`src/hdl/adclb_pkg.sv`:
```
// Shared types and constants for the resistor-ladder keypad sampler.
package adclb_pkg;

  // Field widths
  localparam int unsigned SampleWidth = 10;
  localparam int unsigned RegWidth    = 8;
  localparam int unsigned NumButtons  = 3;
  localparam int unsigned NumRegs     = 8;
  localparam int unsigned RegIdxWidth = 3;

  typedef logic [SampleWidth-1:0] sample_t;
  typedef logic [RegWidth-1:0]    reg_t;
  typedef logic [RegIdxWidth-1:0] reg_index_t;
  typedef logic [NumButtons-1:0]  button_vec_t;

  // Configuration register indexes
  localparam reg_index_t RegPrescale    = 3'd0;
  localparam reg_index_t RegBlink       = 3'd1;
  localparam reg_index_t RegFirstUpper  = 3'd2;
  localparam reg_index_t RegSecondLower = 3'd3;
  localparam reg_index_t RegSecondUpper = 3'd4;
  localparam reg_index_t RegThirdLower  = 3'd5;
  localparam reg_index_t RegThirdUpper  = 3'd6;
  localparam reg_index_t RegPattern     = 3'd7;

  // Configuration reset values
  localparam reg_t PrescaleReset    = 8'd10;
  localparam reg_t BlinkReset       = 8'd20;
  localparam reg_t FirstUpperReset  = 8'd10;
  localparam reg_t SecondLowerReset = 8'd100;
  localparam reg_t SecondUpperReset = 8'd150;
  localparam reg_t ThirdLowerReset  = 8'd160;
  localparam reg_t ThirdUpperReset  = 8'd200;
  localparam reg_t PatternReset     = 8'b1111_0000;

  // Each button history starts as one.
  localparam reg_t HistoryReset = 8'd1;

  // One result word
  typedef struct packed {
    logic        led_level;
    button_vec_t trigger;
    logic        sample_taken;
  } result_t;

endpackage

```
`src/hdl/adc_ladder_button_edge_detector.sv`:
```
// Keypad sampler top level: prescaler, blink LED, window decode and press detection.
//
// Each input word is one timer tick carrying a 10-bit ladder sample; every tick
// yields exactly one result word. Every prescale_count-th tick is a sample tick:
// the blink counter steps (toggling the LED when it reaches blink_count), the
// upper 8 bits of the sample are decoded against three windows into active-low
// button levels, each trigger is set when that button's history (before the
// shift) equals trigger_pattern, and the level is then shifted into the history.
// Triggers hold between sample ticks. A prescale or blink count of zero gives a
// period of 256. The block takes one word per clock cycle while in_stall is low;
// all per-tick work is one registered stage of counters and comparators, and a
// two-entry output buffer (result register plus skid register) keeps input
// acceptance going while a result waits. Configuration writes are taken at any
// clock edge where cfg_write is high; unknown indexes are ignored.
module adc_ladder_button_edge_detector (
  input  logic                   clk,
  input  logic                   rst,
  // Configuration port
  input  logic                   cfg_write,
  input  adclb_pkg::reg_index_t  cfg_index,
  input  adclb_pkg::reg_t        cfg_data,
  // Input channel
  input  logic                   in_valid,
  output logic                   in_stall,
  input  adclb_pkg::sample_t     adc_sample,
  // Output channel
  output logic                   out_valid,
  input  logic                   out_stall,
  output logic                   led_level,
  output logic                   first_trigger,
  output logic                   second_trigger,
  output logic                   third_trigger,
  output logic                   sample_taken
);

  import adclb_pkg::*;

  // Configuration registers
  reg_t prescale_count;
  reg_t blink_count;
  reg_t first_upper_limit;
  reg_t second_lower_limit;
  reg_t second_upper_limit;
  reg_t third_lower_limit;
  reg_t third_upper_limit;
  reg_t trigger_pattern;

  // Block state
  reg_t        tick_counter;
  reg_t        blink_counter;
  logic        led;
  reg_t        history [NumButtons];
  button_vec_t trigger;

  reg_t        tick_counter_next;
  reg_t        blink_counter_next;
  logic        led_next;
  reg_t        history_next [NumButtons];
  button_vec_t trigger_next;

  // Output buffer
  result_t result;
  result_t skid;
  logic    skid_valid;

  logic        accept;
  logic        drain;
  logic        sample_tick;
  logic        blink_hit;
  reg_t        tick_inc;
  reg_t        blink_inc;
  reg_t        reduced;
  button_vec_t level;
  result_t     result_next;

  assign accept = in_valid && !in_stall;
  assign drain  = out_valid && !out_stall;

  // Configuration register writes.
  always_ff @(posedge clk) begin
    if (rst) begin
      prescale_count     <= PrescaleReset;
      blink_count        <= BlinkReset;
      first_upper_limit  <= FirstUpperReset;
      second_lower_limit <= SecondLowerReset;
      second_upper_limit <= SecondUpperReset;
      third_lower_limit  <= ThirdLowerReset;
      third_upper_limit  <= ThirdUpperReset;
      trigger_pattern    <= PatternReset;
    end else if (cfg_write) begin
      unique case (cfg_index)
        RegPrescale:    prescale_count     <= cfg_data;
        RegBlink:       blink_count        <= cfg_data;
        RegFirstUpper:  first_upper_limit  <= cfg_data;
        RegSecondLower: second_lower_limit <= cfg_data;
        RegSecondUpper: second_upper_limit <= cfg_data;
        RegThirdLower:  third_lower_limit  <= cfg_data;
        RegThirdUpper:  third_upper_limit  <= cfg_data;
        RegPattern:     trigger_pattern    <= cfg_data;
        default: ;
      endcase
    end
  end

  // Prescaler and blink counter.
  always_comb begin
    tick_inc           = tick_counter + 8'd1;
    sample_tick        = (tick_inc == prescale_count);
    tick_counter_next  = sample_tick ? '0 : tick_inc;
    blink_inc          = blink_counter + 8'd1;
    blink_hit          = sample_tick && (blink_inc == blink_count);
    blink_counter_next = sample_tick ? (blink_hit ? '0 : blink_inc) : blink_counter;
    led_next           = led ^ blink_hit;
  end

  // Window decode; a zero level means the button is pressed.
  always_comb begin
    reduced  = adc_sample[SampleWidth-1 -: RegWidth];
    level[0] = !(reduced < first_upper_limit);
    level[1] = !((reduced > second_lower_limit) && (reduced < second_upper_limit));
    level[2] = !((reduced > third_lower_limit) && (reduced < third_upper_limit));
  end

  // Press detection compares the history before the shift.
  always_comb begin
    for (int i = 0; i < NumButtons; i++) begin
      if (sample_tick) begin
        trigger_next[i] = (history[i] == trigger_pattern);
        history_next[i] = {history[i][RegWidth-2:0], level[i]};
      end else begin
        trigger_next[i] = trigger[i];
        history_next[i] = history[i];
      end
    end
    result_next.led_level    = led_next;
    result_next.trigger      = trigger_next;
    result_next.sample_taken = sample_tick;
  end

  // State update on each accepted word.
  always_ff @(posedge clk) begin
    if (rst) begin
      tick_counter  <= '0;
      blink_counter <= '0;
      led           <= 1'b1;
      trigger       <= '0;
      for (int i = 0; i < NumButtons; i++) begin
        history[i] <= HistoryReset;
      end
    end else if (accept) begin
      tick_counter  <= tick_counter_next;
      blink_counter <= blink_counter_next;
      led           <= led_next;
      trigger       <= trigger_next;
      for (int i = 0; i < NumButtons; i++) begin
        history[i] <= history_next[i];
      end
    end
  end

  // Output buffer control: the skid register catches a word while the result is held.
  always_ff @(posedge clk) begin
    if (rst) begin
      out_valid  <= 1'b0;
      skid_valid <= 1'b0;
    end else begin
      if (accept && out_valid && !drain) begin
        skid_valid <= 1'b1;
      end else if (drain) begin
        skid_valid <= 1'b0;
      end
      if (drain) begin
        out_valid <= skid_valid || accept;
      end else if (accept) begin
        out_valid <= 1'b1;
      end
    end
  end

  // Output buffer payload.
  always_ff @(posedge clk) begin
    if (accept && out_valid && !drain) begin
      skid <= result_next;
    end
    if (drain && skid_valid) begin
      result <= skid;
    end else if (accept && (!out_valid || drain)) begin
      result <= result_next;
    end
  end

  assign in_stall       = skid_valid;
  assign led_level      = result.led_level;
  assign first_trigger  = result.trigger[0];
  assign second_trigger = result.trigger[1];
  assign third_trigger  = result.trigger[2];
  assign sample_taken   = result.sample_taken;

endmodule
```
`config.mk`:
```
export PLATFORM = sky130hd
export DESIGN_NAME = adc_ladder_button_edge_detector
export DESIGN_NICKNAME = d
export VERILOG_FILES = /design/src/hdl/adclb_pkg.sv /design/src/hdl/adc_ladder_button_edge_detector.sv
export SDC_FILE = /design/constraint.sdc
export NUM_CORES = 1
export LEC_CHECK = 0
export ABC_AREA = 1
export BUFFER_PORTS_ARGS = -buffer_cell sky130_fd_sc_hd__buf_2
export CAP_MARGIN = 20
export CORE_UTILIZATION = 31
export DETAILED_ROUTE_END_ITERATION = 16
export PLACE_DENSITY = 0.43
export SLEW_MARGIN = 20
export SYNTH_ARGS = -nofsm -noshare
export SYNTH_HDL_FRONTEND = slang
export SYNTH_SLANG_ARGS = --single-unit
```
`constraint.sdc`:
```
create_clock -name clk -period 4.1 [get_ports clk]
set_input_delay 0.82 -clock clk [delete_from_list [all_inputs] [get_ports clk]]
set_output_delay 0.82 -clock clk [all_outputs]
set_load 0.05 [all_outputs]
```
# [After elaboration in Yosys (flattened, before gate mapping)]
# Memories as Yosys holds them, arrays and structs flattened.
# Cells that the tools add are included.
# W data, S select, Z words.
[totals] ff_bits=96 out_inout_bits=7 word_cells=97 memories=1 ram_bits=24 input_bits=26
[op_classes] n_reduce_logical=31 bitwise_logic=4 order_cmp=5 n_eq_ne=12 mux=22 n_addsub=2
[mem_list] memory="history" depth=3 word_bits=8 rd=3 rd_ports_with_merged_regs=0 write_ports=3 line="adc_ladder_button_edge_detector.sv:52" rtl="reg_t history [NumButtons];"
[ops] op="$mux W8" n=8
[ops] op="$eq A8 B8 Y1" n=5
[ops] op="$lt A8 B8 Y1" n=3
[ops] op="$reduce_and A2 Y1" n=9
[ops] op="$add A8 B1 Y8 const B" n=2
[ops] op="$gt A8 B8 Y1" n=2
[ops] op="$eq A3 B3 Y1 const B" n=4
[ops] op="$mux W1" n=12
[ops] op="$mux W5" n=2
[ops] op="$logic_and A1 B1 Y1" n=9
[ops] op="$logic_not A1 Y1" n=7
[ops] op="$eq A3 B2 Y1 const B" n=2
[ops] op="$reduce_bool A2 Y1" n=3
[ops] op="$eq A3 B1 Y1 const B" n=1
[ops] op="$logic_not A3 Y1" n=1
[ops] op="$or A1 B1 Y1" n=3
[ops] op="$logic_or A1 B1 Y1" n=2
[ops] op="$xor A1 B1 Y1" n=1

# [Depth between registers and ports, before layout]
# Gate-level depths: netlist (run 1).
[depth] word_depth=6 ltp_mapped=16 depth_no_buf=16

# [Least setup slack after synthesis (run 1)]
# Ideal clock, no wire load.
[synth_path] kind="register -> register" from="register tick_counter[0] (netlist name)" to="memory history[0][0] (netlist name), enable pin" setup_time_ns=0.383 setup_slack_ns=1.663 period_less_slack_ns=2.437 path_stages_with_launch=13 required_time_ns=3.717 path_buffers=0 arrival_ns=2.055 path_cell_list="dfxtp_1 -> ha_1 -> nand2_1 -> clkinv_1 -> nor2_1 -> nand2_1 -> nand2_1 -> nand3_1 -> nor2_2 -> inv_2 -> nor2_4 -> nand2_2 -> nand2_1"
[synth_rtl] element="end, declared" line="adc_ladder_button_edge_detector.sv:52"

==> metrics.txt, run 1 <==
global-route wire length before repair=24380 um; Clock Tree Buf Depth=2; ANT nets after route=0; Ys Warns=0; top cells by area, synth=dfxtp_1, edfxtp_1, nand2_1, ha_1, inv_1; ys flop type=dfxtp_1; antenna violations before repair=0; Setup Buffers After CTS=0; detailed placement HPWL=10640 um; most frequent cells in the layout=nand2_1, inv_1, nor2_1, dfxtp_1, a21oi_1; Syn Inst Count=786; crit path from=tick_counter[0]$_SDFFE_PP0P_; Post-Synthesis Cell Area=0.006151 mm^2; number of global-route vias before repair=4856; grt ovf=0; crit path DAT=2630 ps; CTS Sinks=120; Util after Layout=0.3679; full die area=0.02041 mm^2; DRC Markers=0; Tmin final=2552 ps; maximum VDD drop=0.2746 mV; post-synth cell types=32; Tcrit/Tclk final=0.6224; synthesized flop and latch total=120; I/O Buffers=30; Rel. slew slack=0.5029; Total GRT Usage=0.1596; RSZ-0062 raised after global routing=no; Crit. End Element=flop; Total Wirelength=14990 um; CP required=4180 ps; Root Buffer=clkbuf_16; Diodes inserted=0; Max Cap Viol=0; post-DR wirelength/cell=13.63 um; pwr/cell area=419.3 mW/mm^2; Via Count=5082; worst min-delay path class=flop to flop; final setup fails=0; Final Hold Viols=0; final total power=3002 uW; Slew Limit Fails=0; Core Region=0.01946 mm^2; routability cong.=0.8273; status=complete, no violations; hold_buf cts=0; largest net degree at the start of global routing=49; Worst-Margin Slew=742.9 ps; chip width=142.9 um; Layout Nets=887; CTS tree=done; FP Rows=51; TritonRoute pass-1 iters=5; Die Height=142.9 um; Starting Density=0.3160; P_leak=0.003010 uW; FMAX=0.3919 GHz; post-detailed-route via-to-cell ratio=4.620; Num CTS Buffers=17; post-synthesis sequential area ratio=0.4459; Post-CTS Resized=0; most common cell after layout, fill and taps aside=nand2_1; worst skew pair latency=410 ps; reg-to-reg critical path startpoint=tick_counter[0]$_SDFFE_PP0P_; TNS Setup=0 ps; area delta synth->final=16.40%; crit path kind=flop to flop; type of origin of the critical path=flop; EDFF count, synth=34; hold wc startpoint=first_upper_limit[6]$_SDFFE_PP0P_; Synth Area per Inst=7.826 um^2; Yosys top cell by area=dfxtp_1; H-tree depth=4; Cell Area, Placed=0.006591 mm^2; Final Cell Area=0.007159 mm^2; Top-Level Pins=33; post-synth top area share=0.2799; Max Clock Skew=4.692 ps; CP max FO=26; fraction of layout cells with a size suffix above 1=0.08982; FFs w/ async S/R, synth=0; Clock Pin Slew Worst Setup and Hold Paths=50 ps; violation count after the first detailed-route iteration=263; syn_nets=851
cell type report:
type	instances	area, um^2
clock buffer	19	432.9
fill	2042	12300
timing repair buffer	34	180.2
tap	265	331.6
clock inverter	13	135.1
inverter	120	450.4
sequential	120	2743
multi-input combinational	529	2887
synth_stat cells, types with 14 or more instances:
cell / count
nor2_1: 88
edfxtp_1: 34
nand2_1: 158
o211ai_1: 19
o21ai_1: 14
nand3_1: 37
clkbuf_1: 16
o21ai_0: 47
dfxtp_1: 86
a21oi_1: 62
inv_1: 115
ha_1: 39
xnor2_1: 23
worst paths after layout:
check / endpoint / slack, ps / cells after the start
max: history[0][2]$_SDFFCE_PN0P_ / 1550 / 12
min: first_upper_limit[6]$_SDFFE_PP0P_ / 460 / 2
max reg2reg: history[0][2]$_SDFFCE_PN0P_ / 1550 / 12
min reg2reg: first_upper_limit[6]$_SDFFE_PP0P_ / 460 / 2
stage by stage:
| step | std cells | worst slack (ps) | hold slack [ps] |
|---|---|---|---|
| floorplan | 786 | 1663 | 433.1 |
| global placement | 1068 | 1339 | 442.5 |
| detailed placement | 1068 | 1316 | 452.6 |
| CTS | 1100 | 1508 | 461.5 |
| global route | 1100 | 1315 | 475.8 |
| finish | 1100 | 1548 | 456.7 |
cells by family (layout without fill, tap and decap cells):
kind of cell / Yosys count / after routing / synth area share
AO/OA/AOI/OAI: 153 / 153 / 0.1367
buffers and inverters: 137 / 186 / 0.08482
XOR/XNOR: 27 / 27 / 0.03844
AND/OR/NAND/NOR: 310 / 310 / 0.2148
adder cells (fa/ha/maj): 39 / 39 / 0.07933
flip-flops: 120 / 120 / 0.4459
critical path, cell delays in order (launching register included):
cell and delay [ps]:
dfxtp_1 440, ha_1 230, nand3_1 130, nand2_1 110
nand2_1 70, nand2_1 60, nand3_1 130, nor2_4 170
nand2_2 70, nor2_4 160, nand2_2 180, nand2_1 100
buf_4 360
per-layer routing:
layer	vias up	GRT usage	wire (um)
met2	90	0.2626	6914
met5	-	0	0
met1	2324	0.2023	7306
met4	0	0.06791	315
li1	2643	-	-
met3	25	0.03253	457
sequential cells by signal (all words and copies together), names as in the netlist, 3 cells and up:
name / count
blink_count: 8
blink_counter: 8
first_upper_limit: 8
history: 24
prescale_count: 8
second_lower_limit: 8
second_upper_limit: 8
skid: 5
third_lower_limit: 8
third_upper_limit: 8
tick_counter: 8
trigger: 3
trigger_pattern: 8
report_power, final:
group | leakage, uW | total, uW | internal (uW) | switching (uW)
logic | 0.00170 | 254 | 86.4 | 167
clock network | 0.000276 | 1460 | 937 | 522
registers | 0.00104 | 1290 | 1260 | 24.6
(Power assumes the default switching activity.)
==> run 2, diff against run 1 <==
==> constraint.sdc (replaced) <==
create_clock -name clk -period 2.36 [get_ports clk]
set_input_delay 0.472 -clock clk [delete_from_list [all_inputs] [get_ports clk]]
set_output_delay 0.472 -clock clk [all_outputs]
set_load 0.05 [all_outputs]
==> run 2 against run 1 <==
Compared with the run above: clock power increased by 93%; first-iteration DRC count increased by 1.1%; maximum frequency increased by 18%; wire length increased by 2.2%; setup slack got worse by 1400 ps; sequential power increased by 74%; flip-flop and latch count unchanged; cell count increased by 0.82%; hold slack got worse by 55 ps; via count increased by 0.57%; power increased by 84%; utilization increased by 0.87 points; critical path type unchanged; largest cell class unchanged.
==> metrics.txt, run 2 (synthesis gave the netlist of run 1 again) <==
ANT nets after route=0; pwr/cell area=752.9 mW/mm^2; Starting Density=0.3160; Tcrit/Tclk final=0.9200; max reg flops=24; final setup fails=0; P_leak=0.003099 uW; routability cong.=0.8250; violation count after the first detailed-route iteration=266; hold wc startpoint=out_stall; Top reg by flops=history; grt ovf=0; FF-to-FF setup slack=190 ps; Final Hold Viols=0; RSZ-0062 raised after global routing=no; met3 GRT Util=0.04058; FP Rows=51; number of global-route vias before repair=5009; post-DR wirelength/cell=13.82 um; Max Clock Skew=9.728 ps; CP max FO=26; TritonRoute pass-1 iters=4; chip width=142.9 um; Max Cap Viol=0; H-tree depth=4; crit path kind=flop to flop; FMAX=0.4606 GHz; post-detailed-route via-to-cell ratio=4.609; FILL cells=2054; antenna violations before repair=0; Die Height=142.9 um; type of origin of the critical path=flop; M1 GR Usage=0.2093; Total GRT Usage=0.1643; crit path DAT=2280 ps; Rel. slew slack=0.6753; Clock Tree Buf Depth=2; Total Wirelength=15330 um; largest net degree at the start of global routing=63; GRT busiest layer=met2; Clock Pin Slew Worst Setup and Hold Paths=50 ps; detailed placement HPWL=10830 um; Layout Nets=896; Worst R2R Path Depth=12; Top-Level Pins=33; CTS tree=done; most frequent cells in the layout=nand2_1, inv_1, nor2_1, dfxtp_1, a21oi_1; reg2reg end=history[0][13]$_SDFFCE_PN0P_; GR Util met2=0.2704; Worst-Margin Slew=485.3 ps; TNS Setup=0 ps; status=complete, no violations; fraction of layout cells with a size suffix above 1=0.1066; Root Buffer=clkbuf_16; WHS Endpoint=out_valid$_SDFFE_PP0P_; global-route wire length before repair=25170 um; DRC Markers=0; maximum VDD drop=0.4847 mV; worst min-delay path class=primary input to flop; Util after Layout=0.3766; Core Region=0.01946 mm^2; area delta synth->final=19.16%; Num CTS Buffers=17; worst skew pair latency=410 ps; Tmin final=2171 ps; CP required=2470 ps; reg-to-reg critical path startpoint=tick_counter[1]$_SDFFE_PP0P_; full die area=0.02041 mm^2; CTS Sinks=120; I/O Buffers=30; Hold Crit Depth=3; Diodes inserted=0; Slew Limit Fails=0; most common cell after layout, fill and taps aside=nand2_1; Crit. End Element=flop; Via Count=5111
-- run 2: changes by cell type in the layout (fill, tap and decap cells not counted) --
cell	delta
clkinv_2	+1
clkinv_1	-6
nand2_2	+1
buf_12	+2
dfxtp_1	-1
nand2_1	-1
nor2_4	+2
clkbuf_8	+1
bufinv_16	+2
buf_4	+7
dfxtp_2	+1
clkbuf_1	+2
nor2_2	-2
-- run 2: how the worst max path moves through the flow --
| stage | endpoint | start | slack, ps | cells after the start |
|---|---|---|---|---|
| floorplan | history[0][0]$_SDFFCE_PN1P_ | tick_counter[0]$_SDFFE_PP0P_ | 160 | 12 |
| finish | history[0][13]$_SDFFCE_PN0P_ | tick_counter[1]$_SDFFE_PP0P_ | 190 | 12 |
| global route | trigger[1]$_SDFFE_PP0P_ | tick_counter[1]$_SDFFE_PP0P_ | 7 | 13 |
| global placement | led_level$_DFFE_PP_ | blink_counter[0]$_SDFFE_PP0P_ | 160 | 14 |
| CTS | led_level$_DFFE_PP_ | blink_counter[0]$_SDFFE_PP0P_ | 120 | 14 |
| detailed placement | led_level$_DFFE_PP_ | blink_counter[0]$_SDFFE_PP0P_ | 120 | 14 |
-- run 2: layout make-up --
type                    count  area, um^2  area share
clock inverters            10       177.7     0.02424
well taps                 265       331.6     0.04524
multi-input cells         529        2899      0.3955
inverters                 120       450.4     0.06145
repair buffers             43       272.8     0.03721
flip-flops and latches    120        2744      0.3744
clock buffers              22       454.2     0.06197
-- run 2: power by group --
group	switching (uW)	internal [uW]	leakage, uW
registers	40.4	2200	0.00104
logic	302	163	0.00175
clock network	924	1890	0.000308
-- run 2: critical path, stage by stage (launching register included) --
cell and delay (ps):
dfxtp_1 370, ha_1 220, nand3_1 140, nand2_1 110, nand2_1 70, nand2_1 60
nand3_1 130, nor2_4 180, nand2_2 80, nor2_4 150, nand2_2 70, nand2_2 80
buf_12 200
-- run 2: timing repair --
| action | CTS | global route |
|---|---|---|
| setup endpoints to repair | 0 | 29 |
| buffers inserted | 0 | 1 |
| gates resized for setup | 0 | 3 |
| hold buffers | 0 | 0 |
-- run 2: metal layers --
metal,part of all wire,vias to the layer above
met5,0,-
met4,0.014,0
met3,0.040,19
met2,0.47,84
met1,0.48,2353
li1,-,2655
-- run 2: metrics by stage --
stage / power [uW] / std cells / hold WS [ps] / area (um^2) / setup WS [ps]
final: 5519 / 1109 / 401.5 / 7330 / 188.7
after global routing: 5767 / 1109 / 402.1 / 7330 / 7.325
after CTS: 5598 / 1108 / 386.8 / 7311 / 116.9
after detailed placement: 2747 / 1076 / 450.6 / 6679 / 118.9
after global placement: 2735 / 1076 / 439.8 / 6679 / 157.0
after floorplan: 2575 / 786 / 433.1 / 6153 / 164.8
